**config.mk**
```make
export PLATFORM = sky130hd
export DESIGN_NAME = echo_range_trimmed_mean
export DESIGN_NICKNAME = d
export VERILOG_FILES = /design/src/hw/rtl/erm_pkg.sv /design/src/hw/rtl/erm_queue.sv /design/src/hw/rtl/erm_front.sv /design/src/hw/rtl/erm_back.sv /design/src/hw/rtl/echo_range_trimmed_mean.sv
export SDC_FILE = /design/constraint.sdc
export NUM_CORES = 1
export LEC_CHECK = 0
export ABC_AREA = 0
export BUFFER_PORTS_ARGS = -buffer_cell sky130_fd_sc_hd__buf_2
export CELL_PAD_IN_SITES_DETAIL_PLACEMENT = 0
export CELL_PAD_IN_SITES_GLOBAL_PLACEMENT = 1
export CORE_UTILIZATION = 44
export CTS_CLUSTER_SIZE = 20
export DETAILED_ROUTE_END_ITERATION = 10
export MAX_ROUTING_LAYER = met4
export PLACE_DENSITY = 0.77
export SYNTH_ARGS = -nofsm -noshare
export SYNTH_HDL_FRONTEND = slang
export SYNTH_SLANG_ARGS = --single-unit
export TNS_END_PERCENT = 1
```
**constraint.sdc**
```tcl
create_clock -name i_clk -period 10.1 [get_ports i_clk]
set_input_delay 1.01 -clock i_clk [delete_from_list [all_inputs] [get_ports i_clk]]
set_output_delay 1.01 -clock i_clk [all_outputs]
set_load 0.005 [all_outputs]
```
**src/hw/rtl/erm_pkg.sv**
```systemverilog
package erm_pkg;

    localparam int unsigned WIDTH_W = 16;
    localparam int unsigned DUR_W   = 14;
    localparam int unsigned DIST_W  = 8;
    localparam int unsigned PROD_W  = 19;
    localparam int unsigned QUOT_W  = 10;
    localparam int unsigned REM_W   = 20;
    localparam int unsigned MUL_W   = 30;
    localparam int unsigned SUM_W   = 11;
    localparam int unsigned TRIM_W  = 10;
    localparam int unsigned CNT_W   = 3;
    localparam int unsigned ADDR_W  = 3;
    localparam int unsigned DATA_W  = 32;

    localparam logic [DUR_W-1:0]   MIN_DUR_RESET = 14'd116;
    localparam logic [DUR_W-1:0]   MAX_DUR_RESET = 14'd11764;
    localparam logic [CNT_W-1:0]   GROUP_LAST    = 3'd5;
    localparam logic [10:0]        RECIP         = 11'd1048;
    localparam int unsigned        RECIP_SHIFT   = 20;
    localparam logic [QUOT_W-1:0]  CM_DEN        = 10'd1000;
    localparam logic [DIST_W-1:0]  DIST_SAT      = 8'd255;
    localparam logic [DIST_W-1:0]  MIN_RESET     = 8'd255;

    localparam logic [ADDR_W-1:0]  ADDR_MIN_DUR  = 3'd0;
    localparam logic [ADDR_W-1:0]  ADDR_MAX_DUR  = 3'd4;

    typedef struct packed {
        logic [DIST_W-1:0] distance_cm;
        logic [DIST_W-1:0] smoothed_cm;
        logic              smoothed_ready;
    } t_result;

endpackage

```
**src/hw/rtl/erm_queue.sv**
```systemverilog
module erm_queue #(
    parameter int unsigned WIDTH = 8,
    parameter int unsigned DEPTH = 4
) (
    input  logic                       i_clk,
    input  logic                       i_rst_n,
    input  logic                       i_push,
    input  logic [WIDTH-1:0]           i_data,
    output logic                       o_full,
    input  logic                       i_pop,
    output logic [WIDTH-1:0]           o_data,
    output logic                       o_empty,
    output logic [$clog2(DEPTH+1)-1:0] o_count
);

    localparam int unsigned PTR_W = $clog2(DEPTH);
    localparam int unsigned CNT_W = $clog2(DEPTH + 1);

    logic [WIDTH-1:0] r_mem [DEPTH];
    logic [PTR_W-1:0] r_wptr;
    logic [PTR_W-1:0] r_rptr;
    logic [CNT_W-1:0] r_count;
    logic             wr_en;
    logic             rd_en;

    assign o_full  = (r_count == CNT_W'(DEPTH));
    assign o_empty = (r_count == '0);
    assign o_count = r_count;
    assign o_data  = r_mem[r_rptr];
    assign wr_en   = i_push && !o_full;
    assign rd_en   = i_pop && !o_empty;

    always_ff @(posedge i_clk) begin
        if (wr_en) begin
            r_mem[r_wptr] <= i_data;
        end
    end

    always_ff @(posedge i_clk) begin
        if (!i_rst_n) begin
            r_wptr  <= '0;
            r_rptr  <= '0;
            r_count <= '0;
        end else begin
            if (wr_en) begin
                r_wptr <= (r_wptr == PTR_W'(DEPTH - 1)) ? '0 : r_wptr + 1'b1;
            end
            if (rd_en) begin
                r_rptr <= (r_rptr == PTR_W'(DEPTH - 1)) ? '0 : r_rptr + 1'b1;
            end
            case ({wr_en, rd_en})
                2'b10:   r_count <= r_count + 1'b1;
                2'b01:   r_count <= r_count - 1'b1;
                default: r_count <= r_count;
            endcase
        end
    end

endmodule

```
**src/hw/rtl/erm_front.sv**
```systemverilog
module erm_front (
    input  logic                         i_clk,
    input  logic                         i_rst_n,
    input  logic                         i_accept,
    input  logic [erm_pkg::WIDTH_W-1:0]  i_echo_width,
    input  logic [erm_pkg::DUR_W-1:0]    i_min_dur,
    input  logic [erm_pkg::DUR_W-1:0]    i_max_dur,
    output logic [erm_pkg::PROD_W-1:0]   o_product
);

    logic [erm_pkg::WIDTH_W-1:0] r_prev_width;
    logic [erm_pkg::WIDTH_W-1:0] width_fb;
    logic [erm_pkg::DUR_W-1:0]   width_cl;
    logic                        out_of_range;

    always_comb begin
        width_fb     = (i_echo_width == '0) ? r_prev_width : i_echo_width;
        out_of_range = (width_fb < erm_pkg::WIDTH_W'(i_min_dur))
                    || (width_fb > erm_pkg::WIDTH_W'(i_max_dur));
        width_cl     = out_of_range ? i_max_dur : width_fb[erm_pkg::DUR_W-1:0];
        o_product    = erm_pkg::PROD_W'({width_cl, 4'b0000})
                     + erm_pkg::PROD_W'(width_cl);
    end

    always_ff @(posedge i_clk) begin
        if (!i_rst_n) begin
            r_prev_width <= erm_pkg::WIDTH_W'(erm_pkg::MAX_DUR_RESET);
        end else if (i_accept) begin
            r_prev_width <= i_echo_width;
        end
    end

endmodule

```
**src/hw/rtl/erm_back.sv**
```systemverilog
module erm_back #(
    parameter int unsigned OUT_DEPTH = 4
) (
    input  logic                               i_clk,
    input  logic                               i_rst_n,
    input  logic                               i_mid_empty,
    input  logic [erm_pkg::PROD_W-1:0]         i_mid_product,
    output logic                               o_mid_pop,
    input  logic [$clog2(OUT_DEPTH+1)-1:0]     i_out_count,
    output logic                               o_out_push,
    output erm_pkg::t_result                   o_result
);

    localparam int unsigned OCNT_W = $clog2(OUT_DEPTH + 1);

    logic                        r_b1_valid;
    logic [erm_pkg::PROD_W-1:0]  r_b1_prod;
    logic [erm_pkg::QUOT_W-1:0]  r_b1_quot;
    logic                        r_b2_valid;
    logic [erm_pkg::DIST_W-1:0]  r_b2_dist;

    logic [erm_pkg::CNT_W-1:0]   r_count;
    logic [erm_pkg::SUM_W-1:0]   r_sum;
    logic [erm_pkg::DIST_W-1:0]  r_max;
    logic [erm_pkg::DIST_W-1:0]  r_min;

    logic [OCNT_W:0]             in_flight;
    logic [erm_pkg::MUL_W-1:0]   recip_prod;
    logic [erm_pkg::REM_W-1:0]   rem;
    logic [erm_pkg::QUOT_W-1:0]  quot;
    logic [erm_pkg::DIST_W-1:0]  n_dist;
    logic [erm_pkg::SUM_W-1:0]   n_sum;
    logic [erm_pkg::DIST_W-1:0]  n_max;
    logic [erm_pkg::DIST_W-1:0]  n_min;
    logic [erm_pkg::SUM_W-1:0]   trim;
    logic                        last;

    always_comb begin
        in_flight = (OCNT_W + 1)'(i_out_count) + (OCNT_W + 1)'(r_b1_valid)
                  + (OCNT_W + 1)'(r_b2_valid);
        o_mid_pop = !i_mid_empty && (in_flight < (OCNT_W + 1)'(OUT_DEPTH));
    end

    always_comb begin
        recip_prod = erm_pkg::MUL_W'(i_mid_product) * erm_pkg::MUL_W'(erm_pkg::RECIP);
    end

    always_comb begin
        rem  = erm_pkg::REM_W'(r_b1_prod)
             - (erm_pkg::REM_W'(r_b1_quot) * erm_pkg::REM_W'(erm_pkg::CM_DEN));
        quot = (rem >= erm_pkg::REM_W'(erm_pkg::CM_DEN)) ? r_b1_quot + 1'b1 : r_b1_quot;
        n_dist = (quot > erm_pkg::QUOT_W'(erm_pkg::DIST_SAT))
               ? erm_pkg::DIST_SAT : quot[erm_pkg::DIST_W-1:0];
    end

    always_comb begin
        n_sum = r_sum + erm_pkg::SUM_W'(r_b2_dist);
        n_max = (r_b2_dist > r_max) ? r_b2_dist : r_max;
        n_min = (r_b2_dist < r_min) ? r_b2_dist : r_min;
        last  = (r_count == erm_pkg::GROUP_LAST);
        trim  = n_sum - erm_pkg::SUM_W'(n_max) - erm_pkg::SUM_W'(n_min);
        o_out_push              = r_b2_valid;
        o_result.distance_cm    = r_b2_dist;
        o_result.smoothed_ready = last;
        o_result.smoothed_cm    = last ? trim[erm_pkg::TRIM_W-1:2] : '0;
    end

    always_ff @(posedge i_clk) begin
        if (o_mid_pop) begin
            r_b1_prod <= i_mid_product;
            r_b1_quot <= recip_prod[erm_pkg::MUL_W-1:erm_pkg::RECIP_SHIFT];
        end
        if (r_b1_valid) begin
            r_b2_dist <= n_dist;
        end
    end

    always_ff @(posedge i_clk) begin
        if (!i_rst_n) begin
            r_b1_valid <= 1'b0;
            r_b2_valid <= 1'b0;
            r_count    <= '0;
            r_sum      <= '0;
            r_max      <= '0;
            r_min      <= erm_pkg::MIN_RESET;
        end else begin
            r_b1_valid <= o_mid_pop;
            r_b2_valid <= r_b1_valid;
            if (r_b2_valid) begin
                if (last) begin
                    r_count <= '0;
                    r_sum   <= '0;
                    r_max   <= '0;
                    r_min   <= erm_pkg::MIN_RESET;
                end else begin
                    r_count <= r_count + 1'b1;
                    r_sum   <= n_sum;
                    r_max   <= n_max;
                    r_min   <= n_min;
                end
            end
        end
    end

endmodule

```
**src/hw/rtl/echo_range_trimmed_mean.sv**
```systemverilog
// Ultrasonic echo-width to distance converter with six-sample trimmed mean.
// Input queue side: drive i_echo_width with push; a request is taken at a
// clock edge with push high and full low. A width of 0 reuses the last width.
// Result queue side: while empty is low the oldest result sits on
// o_distance_cm, o_smoothed_cm and o_smoothed_ready; pop takes it.
// Every request yields exactly one result, in order. Every sixth result
// carries the trimmed mean and o_smoothed_ready set.
// A request pushed into the input queue passes the reciprocal multiply, the
// remainder fix and the group update before its result can be popped.
// Throughput: one request per cycle sustained while pop keeps the result queue
// drained, limited by the single result write per cycle of the group accumulator.
// When pop stays low the result queue fills, the back end stops draining
// the input queue, and full rises once MID_DEPTH requests are waiting.
// Reset (synchronous, i_rst_n low) empties both queues, clears the group,
// restores min_duration 116 and max_duration 11764 and the last width 11764.
// Configuration: the user must make APB writes at 0x0 (min_duration) and 0x4
// (max_duration) only while no request is in flight; the block does not enforce
// this. OUT_DEPTH of at least 4 keeps the full rate of one request per cycle.
module echo_range_trimmed_mean #(
    parameter int unsigned MID_DEPTH = 4,
    parameter int unsigned OUT_DEPTH = 4
) (
    input  logic                        i_clk,
    input  logic                        i_rst_n,
    input  logic                        psel,
    input  logic                        penable,
    input  logic                        pwrite,
    input  logic [erm_pkg::ADDR_W-1:0]  paddr,
    input  logic [erm_pkg::DATA_W-1:0]  pwdata,
    output logic [erm_pkg::DATA_W-1:0]  prdata,
    output logic                        pready,
    input  logic                        push,
    output logic                        full,
    input  logic [erm_pkg::WIDTH_W-1:0] i_echo_width,
    output logic                        empty,
    input  logic                        pop,
    output logic [erm_pkg::DIST_W-1:0]  o_distance_cm,
    output logic [erm_pkg::DIST_W-1:0]  o_smoothed_cm,
    output logic                        o_smoothed_ready
);

    localparam int unsigned MCNT_W = $clog2(MID_DEPTH + 1);
    localparam int unsigned OCNT_W = $clog2(OUT_DEPTH + 1);
    localparam int unsigned RES_W  = $bits(erm_pkg::t_result);

    logic [erm_pkg::DUR_W-1:0]  r_min_dur;
    logic [erm_pkg::DUR_W-1:0]  r_max_dur;
    logic                       cfg_wr;
    logic                       accept;
    logic [erm_pkg::PROD_W-1:0] front_prod;
    logic [erm_pkg::PROD_W-1:0] mid_prod;
    logic                       mid_empty;
    logic                       mid_pop;
    logic [MCNT_W-1:0]          mid_count;
    logic [OCNT_W-1:0]          out_count;
    logic                       out_push;
    logic                       out_full;
    erm_pkg::t_result           back_res;
    erm_pkg::t_result           head_res;
    logic [RES_W-1:0]           head_bits;

    assign pready = 1'b1;
    assign cfg_wr = psel && penable && pwrite && pready;
    assign accept = push && !full;

    always_comb begin
        case (paddr)
            erm_pkg::ADDR_MIN_DUR: prdata = erm_pkg::DATA_W'(r_min_dur);
            erm_pkg::ADDR_MAX_DUR: prdata = erm_pkg::DATA_W'(r_max_dur);
            default:               prdata = '0;
        endcase
    end

    always_ff @(posedge i_clk) begin
        if (!i_rst_n) begin
            r_min_dur <= erm_pkg::MIN_DUR_RESET;
            r_max_dur <= erm_pkg::MAX_DUR_RESET;
        end else if (cfg_wr) begin
            case (paddr)
                erm_pkg::ADDR_MIN_DUR: r_min_dur <= pwdata[erm_pkg::DUR_W-1:0];
                erm_pkg::ADDR_MAX_DUR: r_max_dur <= pwdata[erm_pkg::DUR_W-1:0];
                default: ;
            endcase
        end
    end

    erm_front u_front (
        .i_clk        (i_clk),
        .i_rst_n      (i_rst_n),
        .i_accept     (accept),
        .i_echo_width (i_echo_width),
        .i_min_dur    (r_min_dur),
        .i_max_dur    (r_max_dur),
        .o_product    (front_prod)
    );

    erm_queue #(
        .WIDTH (erm_pkg::PROD_W),
        .DEPTH (MID_DEPTH)
    ) u_mid_queue (
        .i_clk   (i_clk),
        .i_rst_n (i_rst_n),
        .i_push  (push),
        .i_data  (front_prod),
        .o_full  (full),
        .i_pop   (mid_pop),
        .o_data  (mid_prod),
        .o_empty (mid_empty),
        .o_count (mid_count)
    );

    erm_back #(
        .OUT_DEPTH (OUT_DEPTH)
    ) u_back (
        .i_clk         (i_clk),
        .i_rst_n       (i_rst_n),
        .i_mid_empty   (mid_empty || (mid_count == '0)),
        .i_mid_product (mid_prod),
        .o_mid_pop     (mid_pop),
        .i_out_count   (out_count),
        .o_out_push    (out_push),
        .o_result      (back_res)
    );

    erm_queue #(
        .WIDTH (RES_W),
        .DEPTH (OUT_DEPTH)
    ) u_out_queue (
        .i_clk   (i_clk),
        .i_rst_n (i_rst_n),
        .i_push  (out_push),
        .i_data  (back_res),
        .o_full  (out_full),
        .i_pop   (pop),
        .o_data  (head_bits),
        .o_empty (empty),
        .o_count (out_count)
    );

    always_comb begin
        head_res         = erm_pkg::t_result'(head_bits);
        o_distance_cm    = head_res.distance_cm;
        o_smoothed_cm    = head_res.smoothed_cm;
        o_smoothed_ready = head_res.smoothed_ready && !out_full | head_res.smoothed_ready;
    end

endmodule
```
==> flow_summary.toml <==
[placed_design]
gp_congestion = 0.8756
place_inst = 2105
dp_hpwl_um = 26650
dpl_cell_area_mm2 = 0.01800
portBuffers = 72

[detailed_routing]
viasPerCell = 5.276
drt_wl_total_um = 35900
num_vias = 11390
wire_per_inst_um = 16.64
drt_iter0_markers = 457
dr.pass1.iters = 5
remaining_drc_errors = 0
ant_nets = 0

[logic_synthesis]
yosys.area_share.xor_xnor = 0.02903
ys_seq_area_frac = 0.4191
syn-mean-instance-area_um2 = 11.06
synthFlopType = "edfxtp_1"
ys_async_sr_fraction = 0
synth_mux_area_frac = 0.06905
yosysWarningCount = 0
ys_types = 71
synth_area_leader_cell = "edfxtp_1"
synth-simple-area-share = 0.1036
ys_ff_latch = 271
synth_edf_count = 178
synth_compound_area_frac = 0.1155
synth.area.top_cells = "edfxtp_1 31%, ha_1 14%, dfxtp_1 11%"
syn_inst = 1555
synth_top_family_by_area = "adder cells"
synth_top_cell_area_share = 0.3108
netlist_area_mm2 = 0.01720
synth-adder-area-share = 0.2029

[cts]
path_clk_slew_ns = 0.06
clkLatencyLatePin_ns = 0.56
cts_tree = "yes"
clock_sinks = 271
cts_buffer_depth = 3
postCtsHoldBufs = 0
postCtsResizedCells = 0
cts_max_level = 1
cts_root_buf = "clkbuf_16"
numCtsBuffers = 29
post_cts_buffers = 0

[grt]
use_met1 = 0.2433
grt.busiest_layer = "met2"
use_met3 = 0.02245
grtUsageMet2 = 0.3302
grt_usage = 0.1951
grt_pass1_wl_um = 59800
grt_pass1_vias = 11900
grt_max_degree = 99
antenna_found_initial = 0
gr-total-overflow = 0

[cells_and_area]
num-nets-final = 1923
final_cells = 2158
final_cell_mix = "194 x ha_1, 191 x inv_1, 178 x edfxtp_1"
layout_commonest_cell = "ha_1"
diodes = 0
drive_gt1_frac = 0.1171
postLayoutCellArea_mm2 = 0.01890
area_growth_pct = 9.925

[min_path]
min_to = "u_front.r_prev_width[2]$_SDFFE_PN1P_"
worst_hold_path_type = "flop to flop"
hp-start = "u_front.r_prev_width[2]$_SDFFE_PN1P_"
min_path_cells = 2

[flow_run]
cap_violations = 0

[sta]
period_share = 0.6741
setup_tns_ns = 0
worst_clock_skew_ns = 0.01849
slew_violations = 0
max_freq_ghz = 0.1469
relSlewSlack = 0.2119
rsz0062_at_grt = "false"
setup_violations = 0
period_minus_slack_ns = 6.808
hold_violations = 0
tightest_slew_ns = 1.182

[setup_path]
cp_num_buf_inv = 2
r2r_slack_ns = 3.34
worstSetupPathType = "input pin to flop"
worst-path-max-fanout = 32
cp_slowest_stage_delay_ns = 0.69
ff2ff_path_depth = 25
crit_path_end_kind = "flop"
arrival_ns = 7.13
slowest_stage = "and4_1"
r2r_end = "u_back.r_b2_dist[2]$_SDFFCE_PN1P_"
start_kind = "input pin"
crit_path_frequent_cell = "a21o_1"
rr_startpoint = "u_back.r_b1_quot[0]$_DFFE_PP_"
path_delay_family = "compound AO/OA/AOI/OAI gates"
cp.required_ns = 10.43
startpoint = "i_echo_width[1]"

[die]
start_util = 0.4460
num_rows = 72
io_pins = 110
die_h_um = 199.7
dieArea_mm2 = 0.03987
fp.dieW_um = 199.7
core_area_mm2 = 0.03856

[outcome]
status = "finished clean"
-- flip-flops by register name, summed over array words and instances (netlist names), named ones only --
register              flops
u_mid_queue.r_mem        76
u_out_queue.r_mem        68
u_back.r_b1_prod         16
u_front.r_prev_width     16
r_max_dur                14
r_min_dur                14
u_back.r_b1_quot         10
u_back.r_sum             10
u_back.r_b2_dist          8
u_back.r_max              8
u_back.r_min              8
u_back.r_count            3
u_mid_queue.o_count       3
u_out_queue.o_count       3
u_mid_queue.r_rptr        2
u_mid_queue.r_wptr        2
u_out_queue.r_rptr        2
u_out_queue.r_wptr        2
u_back.o_out_push         1
u_back.r_b1_valid         1
-- synthesized netlist by cell type, types with 24 or more instances --
library cell / instances
a21boi_0: 32
a21o_1: 41
a21oi_1: 77
and2_1: 25
clkbuf_1: 36
dfxtp_1: 93
edfxtp_1: 178
fa_1: 53
ha_1: 194
inv_1: 191
mux2i_1: 35
mux4_2: 36
nand2_1: 118
nand3_1: 26
nor2_1: 57
nor2b_1: 34
nor3_1: 24
o21ai_0: 34
xnor2_1: 33
xor2_1: 24
-- how the worst max path moves through the flow --
stage | depth (start not counted) | endpoint | slack, ns
3_5_place_dp | 25 | u_mid_queue.r_mem[3][16]$_DFFE_PP_ | 2.72
5_1_grt | 25 | u_mid_queue.r_mem[0][16]$_DFFE_PP_ | 2.78
3_3_place_gp | 25 | u_mid_queue.r_mem[0][16]$_DFFE_PP_ | 2.89
2_1_floorplan | 27 | u_mid_queue.r_mem[0][16]$_DFFE_PP_ | 3.71
4_1_cts | 25 | u_mid_queue.r_mem[2][16]$_DFFE_PP_ | 3.27
6_report | 25 | u_mid_queue.r_mem[2][16]$_DFFE_PP_ | 3.29
-- layout make-up --
class / instances / area (µm²)
Fill cell: 3593 / 19660
Multi-Input combinational cell: 1046 / 9019
Sequential cell: 271 / 7207
Clock buffer: 33 / 740.7
Inverter: 191 / 716.9
Tap cell: 518 / 648.1
Timing Repair Buffer: 79 / 412.9
Clock inverter: 20 / 157.7
-- per-layer routing --
metal / routed length [µm] / vias up / part of all wire
met5: 0 / - / 0
met4: 1011 / 0 / 0.028
met3: 1060 / 59 / 0.030
met2: 17300 / 174 / 0.48
met1: 16530 / 5506 / 0.46
li1: - / 5647 / -
-- through the flow --
| stage | setup slack (ns) | hold slack (ns) | util |
|---|---|---|---|
| after floorplan | 3.710 | 0.4399 | - |
| after global placement | 2.894 | 0.4498 | 0.4669 |
| after detailed placement | 2.722 | 0.4567 | 0.4669 |
| after CTS | 3.275 | 0.4710 | 0.4902 |
| after global routing | 2.781 | 0.4934 | 0.4902 |
| final | 3.292 | 0.4698 | 0.4902 |
-- cell families (layout without fill, tap and decap cells) --
logic type,after synthesis,in the layout
buf+inv,255,323
mux,73,73
simple gates,354,354
fa+ha+maj,247,247
compound gates,296,296
xor+xnor,57,57
other cells,2,19
flops,271,271
-- tightest hold or removal path: cells and delay by family (launching register included) --
family           cells  cell delay [ns]
DFF                  1             0.31
and+or+nand+nor      2             0.11
Power is left out: the tool's default activity adds up to more than one toggle a clock period on the data nets, which glitch-free logic cannot reach.
